File: config.mk
export PLATFORM = sky130hd
export DESIGN_NAME = vr2d_cell
export DESIGN_NICKNAME = d
export VERILOG_FILES = /design/src/sv/vr2d_pkg.sv /design/src/sv/vr2d_cell.sv
export SDC_FILE = /design/constraint.sdc
export NUM_CORES = 1
export LEC_CHECK = 0
export BUFFER_PORTS_ARGS = -buffer_cell sky130_fd_sc_hd__buf_4
export CAP_MARGIN = 20
export CORE_MARGIN = 2
export CORE_UTILIZATION = 45
export DETAILED_ROUTE_END_ITERATION = 8
export PLACE_DENSITY_LB_ADDON = 0.15
export SYNTH_ARGS = -nofsm -noshare
export SYNTH_HDL_FRONTEND = slang
export SYNTH_SLANG_ARGS = --single-unit
File: constraint.sdc
create_clock -name clk -period 6.5 [get_ports clk]
set_input_delay 0.65 -clock clk [delete_from_list [all_inputs] [get_ports clk]]
set_output_delay 0.65 -clock clk [all_outputs]
set_load 0.05 [all_outputs]
File: src/sv/vr2d_pkg.sv
// ----------------------------------------------------------------------------
// vr2d_pkg
// Shared types, constants and elaboration-time functions for the 2-D vector
// rotator: item formats, angle constants and CORDIC arctangent and gain.
// ----------------------------------------------------------------------------
package vr2d_pkg;

  localparam int CORDIC_STAGES_DEF = 24;
  localparam int DATA_WIDTH = 32;
  localparam int SAT_W = (DATA_WIDTH < 32) ? DATA_WIDTH : 32;

  // datapath widths: vector Q.24 with growth, angle in the cells, angle before reduction
  localparam int XW  = 43;
  localparam int ZW  = 36;
  localparam int ZRW = 38;

  localparam logic [30:0] PI_Q29 = 31'd1686629713;
  localparam logic signed [ZRW-1:0] PI_Q32      = 38'sd13493037705;
  localparam logic signed [ZRW-1:0] HALF_PI_Q32 = 38'sd6746518852;
  localparam logic signed [ZRW-1:0] TWO_PI_Q32  = 38'sd26986075410;
  localparam logic signed [ZRW-1:0] FOUR_PI_Q32 = 38'sd53972150820;
  localparam logic [63:0] PI_OVER4_Q62 = 64'h3243F6A8885A308D;

  // degree scaling divides by 45 * 2^20, done as two reciprocal steps
  localparam logic [5:0]  DEG_DIV      = 6'd45;
  localparam logic [21:0] DEG_RECIP_HI = 22'd2982617;
  localparam logic [27:0] DEG_RECIP_LO = 28'd190887436;

  localparam logic signed [31:0] SAT_MAX = {{(33-SAT_W){1'b0}}, {(SAT_W-1){1'b1}}};
  localparam logic signed [31:0] SAT_MIN = ~SAT_MAX;

  typedef struct packed {
    logic signed [31:0] in_x;
    logic signed [31:0] in_y;
    logic signed [31:0] rot_angle;
  } req_t;

  typedef struct packed {
    logic signed [31:0] out_x;
    logic signed [31:0] out_y;
    logic               clipped;
  } rsp_t;

  typedef struct packed {
    logic signed [XW-1:0] x;
    logic signed [XW-1:0] y;
    logic signed [ZW-1:0] z;
  } cordic_t;

  // arctangent of 2^-idx in Q.32, taylor series in Q.62
  function automatic logic [63:0] atan_q32(input int idx);
    logic [63:0] s;
    logic [63:0] term;
    logic [63:0] rem;
    logic [63:0] num;
    logic [63:0] den;
    int          p;
    s = '0;
    if (idx == 0) begin
      return (PI_OVER4_Q62 + (64'd1 << 29)) >> 30;
    end
    for (int k = 0; k < 32; k++) begin
      p = idx * (2 * k + 1);
      if (p <= 62) begin
        den  = 64'(2 * k + 1);
        num  = 64'd1 << (62 - p);
        term = '0;
        rem  = '0;
        for (int b = 63; b >= 0; b--) begin
          rem = {rem[62:0], num[b]};
          if (rem >= den) begin
            rem     = rem - den;
            term[b] = 1'b1;
          end
        end
        if (k[0]) begin
          s = s - term;
        end else begin
          s = s + term;
        end
      end
    end
    return (s + (64'd1 << 29)) >> 30;
  endfunction

  function automatic logic [63:0] isqrt64(input logic [63:0] n_in);
    logic [63:0] n;
    logic [63:0] r;
    logic [63:0] b;
    n = n_in;
    r = '0;
    b = 64'd1 << 62;
    for (int j = 0; j < 32; j++) begin
      if (n >= r + b) begin
        n = n - (r + b);
        r = (r >> 1) + b;
      end else begin
        r = r >> 1;
      end
      b = b >> 2;
    end
    return r;
  endfunction

  // squared CORDIC gain in Q.62
  function automatic logic [63:0] gain_p(input int stages);
    logic [63:0] p;
    p = 64'd1 << 62;
    for (int i = 0; i < stages; i++) begin
      if (2 * i < 64) begin
        p = p + (p >> (2 * i));
      end
    end
    return p;
  endfunction

endpackage

File: src/sv/vr2d_cell.sv
// ----------------------------------------------------------------------------
// vr2d_cell
// One cordic micro-rotation with its own valid bit and stall handling.
// ----------------------------------------------------------------------------
module vr2d_cell #(
  parameter int IDX = 0
) (
  input  logic              clk,
  input  logic              rst,
  input  logic              up_valid,
  output logic              up_ready,
  input  vr2d_pkg::cordic_t up_data,
  output logic              dn_valid,
  input  logic              dn_ready,
  output vr2d_pkg::cordic_t dn_data
);

  localparam int XW = vr2d_pkg::XW;
  localparam int ZW = vr2d_pkg::ZW;
  localparam logic [63:0] ATAN_FULL = vr2d_pkg::atan_q32(IDX);
  localparam logic signed [ZW-1:0] ATAN = ATAN_FULL[ZW-1:0];

  logic signed [XW-1:0] xi;
  logic signed [XW-1:0] yi;
  logic signed [XW-1:0] dx;
  logic signed [XW-1:0] dy;
  logic signed [ZW-1:0] zi;

  assign xi = up_data.x;
  assign yi = up_data.y;
  assign zi = up_data.z;
  assign dx = yi >>> IDX;
  assign dy = xi >>> IDX;

  assign up_ready = !dn_valid || dn_ready;

  always_ff @(posedge clk) begin
    if (rst) begin
      dn_valid <= 1'b0;
    end else if (up_ready) begin
      dn_valid <= up_valid;
    end
  end

  always_ff @(posedge clk) begin
    if (up_ready) begin
      if (!zi[ZW-1]) begin
        dn_data.x <= xi - dx;
        dn_data.y <= yi + dy;
        dn_data.z <= zi - ATAN;
      end else begin
        dn_data.x <= xi + dx;
        dn_data.y <= yi - dy;
        dn_data.z <= zi + ATAN;
      end
    end
  end

endmodule

==> flow_metrics.env <==
export IMPL_highest_layer="met4"
export IMPL_hold_class="in -> reg"
export IMPL_holdBufCountCts=0
export IMPL_peakVddDrop_v=0.000134
export IMPL_grt_pass1_vias=12000
export IMPL_drive_gt1_frac=0.187
export IMPL_final_common_cell="buf_4"
export IMPL_layout_min_cycle_time_ns=3.89
export IMPL_die_h_um=174
export IMPL_clock_sinks=122
export IMPL_clkTransAtPathRegs_ns=0.06
export IMPL_rows=62
export IMPL_worst_pin_slew_ns=0.758
export IMPL_pin_count=250
export IMPL_post_cts_buffers=0
export IMPL_htree_levels=4
export IMPL_arrival_ns=4.06
export IMPL_crit_path_start="up_data[59]"
export IMPL_fin_ws_ns=2.61
export IMPL_grt_use_total=0.273
export IMPL_critPathMaxFanout=16
export IMPL_netlist_area_um2=13000
export IMPL_cts_resized=0
export IMPL_ys_flop_type="edfxtp_1"
export IMPL_synth_edf_count=121
export IMPL_fp_dieW_um=174
export IMPL_grt_max_degree=69
export IMPL_met3_length_mm=3.41
export IMPL_cp_num_buf_inv=3
export IMPL_drt_total_wl_mm=41.5
export IMPL_drt_iter0_drc=1245
export IMPL_stdcell_count=2140
export IMPL_placed_area_um2=15100
export IMPL_wl_met2_mm=17.8
export IMPL_powerDensity_nw_per_um2=257
export IMPL_nNetsFinal=2032
export IMPL_start_util=0.455
export IMPL_drv_slew=0
export IMPL_crit_type="in -> reg"
export IMPL_period_share=0.598
export IMPL_drtPass1Iterations=6
export IMPL_clock_path_buffers=2
export IMPL_fin_hold_ws_ns=0.365
export IMPL_crit_required_ns=6.67
export IMPL_wl_per_cell_um=19.4
export IMPL_syn_to_final_growth_pct=20.5
export IMPL_dp_cells=2108
export IMPL_path_cells="buf_4 -> inv_1 -> ha_1 -> inv_1 -> a21oi_1 -> o2111ai_1 -> nor3b_1 -> a21oi_1 -> a31oi_1 -> a21o_1 -> o31ai_1 -> a32o_1 -> xnor2_1"
export IMPL_n_antenna_cell=0
export IMPL_yosysSeqAreaShare=0.281
export IMPL_portBuffers=249
export IMPL_crit_path_start_kind="input port"
export IMPL_cp_end_kind="register"
export IMPL_p_leak_nw=7.10
export IMPL_fp_coreArea_um2=28500
export IMPL_min_from="rst"
export IMPL_critPathTopFamily="compound AO/OA/AOI/OAI gates"
export IMPL_slowest_stage="ha_1"
export IMPL_overflow=0
export IMPL_synth_distinct_cells=95
export IMPL_setup_violations=0
export IMPL_antenna_found_initial=0
export IMPL_grt_pass1_wl_mm=65.5
export IMPL_r2r_start="dn_valid$_SDFFE_PP0P_"
export IMPL_avgSynthCellArea_um2=8.48
export IMPL_drv_cap=0
export IMPL_design_area_um2=15700
export IMPL_final_cell_mix="255 x buf_4, 206 x a21oi_1, 159 x ha_1, 141 x inv_1, 133 x nor2_1"
export IMPL_vias_per_cell=5.79
export IMPL_place_worst_setup_slack_ns=2.33
export IMPL_async_flop_share=0
export IMPL_fmax_mhz=257
export IMPL_cts_tree="done"
export IMPL_numCtsBuffers=17
export IMPL_dieArea_um2=30200
export IMPL_max_stage_delay_ns=0.62
export IMPL_finalWeightedCongestion=0.963
export IMPL_cts_root_buf="clkbuf_16"
export IMPL_dp_hpwl_mm=32.9
export IMPL_wl_met1_mm=19.3
export IMPL_status="finished, final reports clean"
export IMPL_ant_nets=0
export IMPL_rsz0062_at_grt="false"
export IMPL_syn_inst=1532
export IMPL_synth_nets=1821
export IMPL_synth_seq_cells=122
export IMPL_drc=0
export IMPL_vias=12400
export IMPL_maxSlewHeadroom=0.481
export IMPL_hold_viol=0
export IMPL_clk_latency_ns=0.44
export IMPL_tns_ns=0
export IMPL_fin_worst_skew_ns=0.0143
export IMPL_ys_warn_count=0
==> worst reg2reg max path: stages (launching register included) <==
cell      delay, ns
dfxtp_1        0.33
nand2b_4       0.35
buf_4          0.51
buf_4          0.71
==> stage by stage <==
step / util / total power [mW]
finish: 0.548 / 4.03
global route: 0.548 / 4.21
CTS: 0.548 / 4.03
detailed placement: 0.529 / 3.10
global placement: 0.529 / 3.10
floorplan: - / 2.52
==> area by class of cell <==
type	instances	area (µm²)
fill	2777	12900
timing repair buffer	255	1910
clock inverter	11	97.6
tap	384	480
sequential	122	3650
clock buffer	21	460
multi-input combinational	1199	8500
inverter	148	556
==> kinds of logic (layout without fill, tap and decap cells) <==
group | count (synthesis) | in the layout | synth area share
buf+inv | 211 | 435 | 0.0655
mux | 11 | 11 | 0.00847
simple gates | 356 | 356 | 0.128
flops | 122 | 122 | 0.281
xor+xnor | 113 | 113 | 0.0762
compound gates | 556 | 556 | 0.282
fa+ha+maj | 163 | 163 | 0.159
==> worst paths after layout <==
path	slack, ns	cells after the start	end
worst max-delay path	2.61	13	dn_data[121]$_DFFE_PP_
worst min register to register	0.90	1	dn_data[3]$_DFFE_PP_
worst max register to register	4.20	3	dn_data[57]$_DFFE_PP_
worst min-delay path	0.37	2	dn_valid$_SDFFE_PP0P_
==> registers in the layout (all words and copies together) (netlist names) <==
signal,cells
dn_data,121
dn_valid,1
==> cell usage after synthesis (5+ instances only) <==
| cell type | count | area [µm²] |
|---|---|---|
| xnor2_1 | 90 | 788 |
| nand2b_1 | 10 | 62.6 |
| o21a_1 | 11 | 82.6 |
| ha_1 | 159 | 1990 |
| xor2_1 | 23 | 201 |
| or2_2 | 5 | 31.3 |
| a2111oi_0 | 7 | 61.3 |
| buf_2 | 14 | 70.1 |
| edfxtp_1 | 121 | 3630 |
| buf_4 | 7 | 52.6 |
| o31ai_1 | 16 | 120 |
| nor2b_1 | 16 | 100 |
| a31oi_1 | 18 | 113 |
| a211oi_1 | 13 | 97.6 |
| inv_1 | 141 | 529 |
| o21bai_1 | 36 | 270 |
| o211ai_1 | 14 | 105 |
| a21oi_1 | 206 | 1030 |
| buf_1 | 10 | 37.5 |
| nand3_1 | 23 | 115 |
| o21ai_1 | 10 | 50.1 |
| a21boi_0 | 7 | 52.6 |
| clkbuf_1 | 30 | 113 |
| nand4_1 | 21 | 131 |
| a21o_1 | 61 | 458 |
| nor3_1 | 22 | 110 |
| mux2i_1 | 11 | 110 |
| nor4_1 | 6 | 37.5 |
| o21ai_0 | 83 | 415 |
| nand2_1 | 89 | 334 |
| and3_1 | 8 | 50.1 |
| nor2_1 | 133 | 499 |
==> metal layers <==
layer,vias to the layer above,global-route usage
met4,0,0.0938
li1,5954,-
met5,-,0
met2,602,0.407
met1,5766,0.396
met3,79,0.0512
==> report_power, final <==
group / total [mW] / switching (mW) / internal [mW]
Combinational: 1.96 / 1.34 / 0.622
Sequential: 1.14 / 0.0534 / 1.09
Clock: 0.922 / 0.378 / 0.544
No activity file was read; power rests on OpenSTA's default activity.
