**src/sv/vr2d_pkg.sv**
```systemverilog
// ----------------------------------------------------------------------------
// vr2d_pkg
// Shared types, constants and elaboration-time functions for the 2-D vector
// rotator: item formats, angle constants and CORDIC arctangent and gain.
// ----------------------------------------------------------------------------
package vr2d_pkg;

  localparam int CORDIC_STAGES_DEF = 24;
  localparam int DATA_WIDTH = 32;
  localparam int SAT_W = (DATA_WIDTH < 32) ? DATA_WIDTH : 32;

  // datapath widths: vector Q.24 with growth, angle in the cells, angle before reduction
  localparam int XW  = 43;
  localparam int ZW  = 36;
  localparam int ZRW = 38;

  localparam logic [30:0] PI_Q29 = 31'd1686629713;
  localparam logic signed [ZRW-1:0] PI_Q32      = 38'sd13493037705;
  localparam logic signed [ZRW-1:0] HALF_PI_Q32 = 38'sd6746518852;
  localparam logic signed [ZRW-1:0] TWO_PI_Q32  = 38'sd26986075410;
  localparam logic signed [ZRW-1:0] FOUR_PI_Q32 = 38'sd53972150820;
  localparam logic [63:0] PI_OVER4_Q62 = 64'h3243F6A8885A308D;

  // degree scaling divides by 45 * 2^20, done as two reciprocal steps
  localparam logic [5:0]  DEG_DIV      = 6'd45;
  localparam logic [21:0] DEG_RECIP_HI = 22'd2982617;
  localparam logic [27:0] DEG_RECIP_LO = 28'd190887436;

  localparam logic signed [31:0] SAT_MAX = {{(33-SAT_W){1'b0}}, {(SAT_W-1){1'b1}}};
  localparam logic signed [31:0] SAT_MIN = ~SAT_MAX;

  typedef struct packed {
    logic signed [31:0] in_x;
    logic signed [31:0] in_y;
    logic signed [31:0] rot_angle;
  } req_t;

  typedef struct packed {
    logic signed [31:0] out_x;
    logic signed [31:0] out_y;
    logic               clipped;
  } rsp_t;

  typedef struct packed {
    logic signed [XW-1:0] x;
    logic signed [XW-1:0] y;
    logic signed [ZW-1:0] z;
  } cordic_t;

  // arctangent of 2^-idx in Q.32, taylor series in Q.62
  function automatic logic [63:0] atan_q32(input int idx);
    logic [63:0] s;
    logic [63:0] term;
    logic [63:0] rem;
    logic [63:0] num;
    logic [63:0] den;
    int          p;
    s = '0;
    if (idx == 0) begin
      return (PI_OVER4_Q62 + (64'd1 << 29)) >> 30;
    end
    for (int k = 0; k < 32; k++) begin
      p = idx * (2 * k + 1);
      if (p <= 62) begin
        den  = 64'(2 * k + 1);
        num  = 64'd1 << (62 - p);
        term = '0;
        rem  = '0;
        for (int b = 63; b >= 0; b--) begin
          rem = {rem[62:0], num[b]};
          if (rem >= den) begin
            rem     = rem - den;
            term[b] = 1'b1;
          end
        end
        if (k[0]) begin
          s = s - term;
        end else begin
          s = s + term;
        end
      end
    end
    return (s + (64'd1 << 29)) >> 30;
  endfunction

  function automatic logic [63:0] isqrt64(input logic [63:0] n_in);
    logic [63:0] n;
    logic [63:0] r;
    logic [63:0] b;
    n = n_in;
    r = '0;
    b = 64'd1 << 62;
    for (int j = 0; j < 32; j++) begin
      if (n >= r + b) begin
        n = n - (r + b);
        r = (r >> 1) + b;
      end else begin
        r = r >> 1;
      end
      b = b >> 2;
    end
    return r;
  endfunction

  // squared CORDIC gain in Q.62
  function automatic logic [63:0] gain_p(input int stages);
    logic [63:0] p;
    p = 64'd1 << 62;
    for (int i = 0; i < stages; i++) begin
      if (2 * i < 64) begin
        p = p + (p >> (2 * i));
      end
    end
    return p;
  endfunction

endpackage

```
**src/sv/vr2d_gain.sv**
```systemverilog
// ----------------------------------------------------------------------------
// vr2d_gain
// Gain compensation, rounding to Q16.16 and saturation; holds the result item.
// ----------------------------------------------------------------------------
module vr2d_gain #(
  parameter int STAGES = vr2d_pkg::CORDIC_STAGES_DEF
) (
  input  logic              clk,
  input  logic              rst,
  input  logic              up_valid,
  output logic              up_ready,
  input  vr2d_pkg::cordic_t up_data,
  output logic              dn_valid,
  input  logic              dn_ready,
  output vr2d_pkg::rsp_t    dn_data
);

  localparam int XW = vr2d_pkg::XW;
  localparam int PW = XW + 17;
  localparam int TW = PW + 1;
  localparam int RW = TW - 24;
  localparam logic [63:0] GAIN_K =
    (64'd1 << 63) / vr2d_pkg::isqrt64(vr2d_pkg::gain_p(STAGES));
  localparam logic [15:0] K_HI = GAIN_K[31:16];
  localparam logic [15:0] K_LO = GAIN_K[15:0];
  localparam logic signed [TW-1:0] RND = {{(TW-24){1'b0}}, 1'b1, 23'd0};

  logic [2:0] vld;
  logic [2:0] vin;
  logic [3:0] rdy;

  logic signed [XW-1:0] xi;
  logic signed [XW-1:0] yi;
  logic signed [PW-1:0] phx;
  logic signed [PW-1:0] plx;
  logic signed [PW-1:0] phy;
  logic signed [PW-1:0] ply;
  logic signed [TW-1:0] tx;
  logic signed [TW-1:0] ty;
  logic signed [TW-1:0] sx;
  logic signed [TW-1:0] sy;
  logic signed [RW-1:0] rx;
  logic signed [RW-1:0] ry;
  logic [32:0] cx;
  logic [32:0] cy;

  function automatic logic [32:0] clamp(input logic signed [RW-1:0] r);
    logic signed [RW-1:0] hi;
    logic signed [RW-1:0] lo;
    hi = RW'(vr2d_pkg::SAT_MAX);
    lo = RW'(vr2d_pkg::SAT_MIN);
    if (r > hi) begin
      return {1'b1, hi[31:0]};
    end else if (r < lo) begin
      return {1'b1, lo[31:0]};
    end
    return {1'b0, r[31:0]};
  endfunction

  assign vin      = {vld[1:0], up_valid};
  assign rdy[3]   = dn_ready;
  assign up_ready = rdy[0];
  assign dn_valid = vld[2];

  for (genvar k = 0; k < 3; k++) begin : g_hs
    assign rdy[k] = !vld[k] || rdy[k+1];
    always_ff @(posedge clk) begin
      if (rst) begin
        vld[k] <= 1'b0;
      end else if (rdy[k]) begin
        vld[k] <= vin[k];
      end
    end
  end

  assign xi = up_data.x;
  assign yi = up_data.y;

  always_ff @(posedge clk) begin
    if (rdy[0]) begin
      phx <= PW'(xi * $signed({1'b0, K_HI}));
      plx <= PW'(xi * $signed({1'b0, K_LO}));
      phy <= PW'(yi * $signed({1'b0, K_HI}));
      ply <= PW'(yi * $signed({1'b0, K_LO}));
    end
  end

  always_ff @(posedge clk) begin
    if (rdy[1]) begin
      tx <= TW'(phx) + TW'(plx >>> 16);
      ty <= TW'(phy) + TW'(ply >>> 16);
    end
  end

  assign sx = tx + RND;
  assign sy = ty + RND;
  assign rx = $signed(sx[TW-1:24]);
  assign ry = $signed(sy[TW-1:24]);
  assign cx = clamp(rx);
  assign cy = clamp(ry);

  always_ff @(posedge clk) begin
    if (rdy[2]) begin
      dn_data.out_x   <= cx[31:0];
      dn_data.out_y   <= cy[31:0];
      dn_data.clipped <= cx[32] | cy[32];
    end
  end

endmodule

```
**config.mk**
```make
export PLATFORM = sky130hd
export DESIGN_NAME = vr2d_gain
export DESIGN_NICKNAME = d
export VERILOG_FILES = /design/src/sv/vr2d_pkg.sv /design/src/sv/vr2d_gain.sv
export SDC_FILE = /design/constraint.sdc
export NUM_CORES = 2
export LEC_CHECK = 0
export ABC_AREA = 1
export BUFFER_PORTS_ARGS = -buffer_cell sky130_fd_sc_hd__buf_2
export CORE_AREA = 2 2 434 436
export CTS_BUF_LIST = sky130_fd_sc_hd__clkbuf_16
export DETAILED_ROUTE_END_ITERATION = 8
export DIE_AREA = 0 0 436 438
export MAX_ROUTING_LAYER = met4
export PLACE_DENSITY = 0.52
export SLEW_MARGIN = 20
export SYNTH_ARGS = -nofsm -noshare
export SYNTH_HDL_FRONTEND = slang
export SYNTH_SLANG_ARGS = --single-unit
```
**constraint.sdc**
```tcl
create_clock -name clk -period 10.8 [get_ports clk]
set_input_delay 0.54 -clock clk [delete_from_list [all_inputs] [get_ports clk]]
set_output_delay 0.54 -clock clk [all_outputs]
set_load 0.02 [all_outputs]
```
==> flow_summary.yaml <==
setup_path:
  path_buf_inv: 6
  timing.rr.start: "dn_valid$_SDFFE_PP0P_"
  path_cells: "buf_2 -> buf_4 -> ha_1 -> inv_1 -> fa_1 -> inv_1 -> fa_1 -> fa_1 -> fa_1 -> inv_1 -> fa_1 -> ha_1 -> nand2_1 -> nor2_1 -> inv_1 -> o21ai_0 -> nand2_1 -> o211ai_1 -> a21oi_1 -> nand3_1 -> nand2_1"
  cp_common_cell: "fa_1"
  critPathKind: "in2reg"
  path_max_fanout: 37
  start_kind: "primary input"
  reg2reg_depth: 5
  crit_arrival_ns: 6.46
  rrSetupSlack_ns: 7.51
  end_kind: "flop"
  critPathMaxStageDelay_ns: 0.55
  cpLargestDelayFamily: "adder cells"
  startpoint: "up_data[78]"
  slowest_stage: "fa_1"
  crit_required_ns: 11.08
  reg2reg_to: "phy[57]$_DFFE_PP_"
drt:
  ant_nets: 0
  via_count: 56908
  drtIter0Drc: 4645
  drc: 0
  drt_first_pass_iters: 6
  wirelength_um: 239000
  via_per_inst: 5.002
  wire_per_inst_um: 21.01
finish:
  layoutNonFillerInstCount: 11376
  fin_nets: 10863
  area_delta_synth_final_pct: 7.557
  final_layout_size_suffix_gt1_share_pct: 3.198
  mostFrequentLayoutCells: "2,291 x inv_1, 1,429 x nand2_1, 1,068 x fa_1"
  layout_commonest_cell: "inv_1"
clocking:
  clockRootBuffer: "clkbuf_16"
  cts_buffers: 42
  clk_pin_slew_ns: 0.06
  cts_sinks: 344
  cts_resized: 0
  hold_buffers: 0
  clockBufferDepth: 3
  cts_tree: "built"
  clock_latency_ns: 0.56
  cts_htree_levels: 2
  postCtsSetupBuffers: 0
yosys:
  synth_area_per_cell_um2: 8.135
  synth-compound-area-share_pct: 8.163
  synth_fa_ha_area_share_pct: 44.96
  synth_top_family_by_area: "adder cells"
  synth_warnings: 0
  netlist_instances: 8654
  ys_seq_elements: 344
  syn_nets: 10669
  synth_xor_area_share_pct: 3.457
  netlist_area_um2: 70400
  synthSimpleGateAreaFrac_pct: 16.39
  ys_seq_area_share_pct: 14.63
  muxShareOfSynthArea_pct: 0
  synth_cell_types: 47
global_routing:
  gr-total-overflow: 0
  grt_pass1_vias: 58534
  track_usage_pct: 25.98
  grt_max_degree: 80
  grt_first_pass_wirelength_um: 364800
  antenna_found_initial: 5
min_path:
  hold_start: "rst"
  min_to: "dn_valid$_SDFFE_PP0P_"
  hold_depth: 2
  hp-class: "in2reg"
die:
  rows: 159
  die_w_um: 436
  core_um2: 186600
  io_pins: 193
  die_h_um: 438
  fp.dieArea_um2: 191000
  initial_core_util_pct: 37.73
sta:
  fin_crit_ns: 6.176
  final-hold-violation-count: 0
  worstMarginPinSlew_ns: 1.009
  slew-limit-headroom_pct: 32.71
  max_freq_ghz: 0.1619
  slew_violations: 0
  rsz0062_at_grt: "false"
  layout_worst_path_cycle_share_pct: 57.18
  skew_ns: 0.01702
  finalSetupTns_ns: 0
  setup_viol: 0
placed_design:
  gp_congestion: 0.9767
  dp.cells: 11299
  io_buffer_count: 156
  dp_hpwl_um: 218800
outcome:
  status: "complete, no violations"
flow_run:
  drv_cap: 0
==> flip-flops by register name, summed over array words and instances, names as in the netlist <==
register,flops
dn_data,65
ty,38
tx,38
phy,55
vin,2
dn_valid,1
phx,55
ply,45
plx,45
==> cells by family after synthesis <==
| logic type | after synthesis |
|---|---|
| flops | 344 |
| compound gates | 1031 |
| fa+ha+maj | 1889 |
| simple gates | 2809 |
| buf+inv | 2304 |
| xor+xnor | 277 |
==> layout make-up <==
cell class	count	area, um^2
Inverter	2291	8600
Tap cell	2495	3122
Clock inverter	31	342.8
Antenna cell	1	2.502
Multi-Input combinational cell	6006	51390
Timing Repair Buffer	163	833.3
Clock buffer	45	1126
Sequential cell	344	10300
Fill cell	19547	110900
==> metal layers <==
layer / global-route usage, % / wire, um / up-vias
met3: 2.237 / 12820 / 167
met2: 37.83 / 100400 / 1565
li1: - / - / 27140
met4: 3.505 / 3450 / 0
met5: - / 0 / -
met1: 39.93 / 122300 / 28036
==> through the flow <==
step | hold slack, ns | cell area, um^2 | utilization [%] | worst slack [ns]
final | 0.2118 | 75720 | 40.58 | 4.624
after global routing | 0.1880 | 75720 | 40.57 | 4.409
after CTS | 0.1653 | 75710 | 40.57 | 4.755
after detailed placement | 0.4470 | 74240 | 39.78 | 4.170
after global placement | 0.4432 | 74240 | 39.78 | 4.166
after floorplan | 0.4240 | 70400 | - | 3.633
==> worst max-delay path by stage <==
stage	endpoint	slack, ns	depth (start not counted)
2_1_floorplan	phx[10]$_DFFE_PP_	3.63	4
3_3_place_gp	phy[55]$_DFFE_PP_	4.17	21
3_5_place_dp	phy[55]$_DFFE_PP_	4.17	21
4_1_cts	phy[55]$_DFFE_PP_	4.75	21
5_1_grt	ply[50]$_DFFE_PP_	4.41	25
6_report	phy[55]$_DFFE_PP_	4.62	21
==> synth_stat cells (all sizes together) <==
cell type,count,area share [%]
a211oi,4,0.043
a21boi,16,0.17
a21o,61,0.65
a21oi,458,3.3
a22oi,1,0.011
a31o,3,0.037
a31oi,54,0.48
and2,7,0.062
and3,16,0.14
buf,12,0.17
clkbuf,1,0.0053
dfxtp,3,0.085
edfxtp,341,15
fa,1068,30
ha,821,15
inv,2291,12
nand2,1440,7.7
nand2b,1,0.0089
nand3,306,2.2
nand3b,14,0.15
nand4,71,0.63
nor2,836,4.5
nor3,89,0.66
nor3b,2,0.037
nor4,15,0.15
o211ai,9,0.096
o21a,12,0.13
o21ai,319,2.3
o21bai,94,1.0
or2,12,0.11
xnor2,55,0.69
xor2,222,2.8
Power is not shown: default switching activity piles up to over one toggle a cycle in this logic, so the estimate is an artifact.
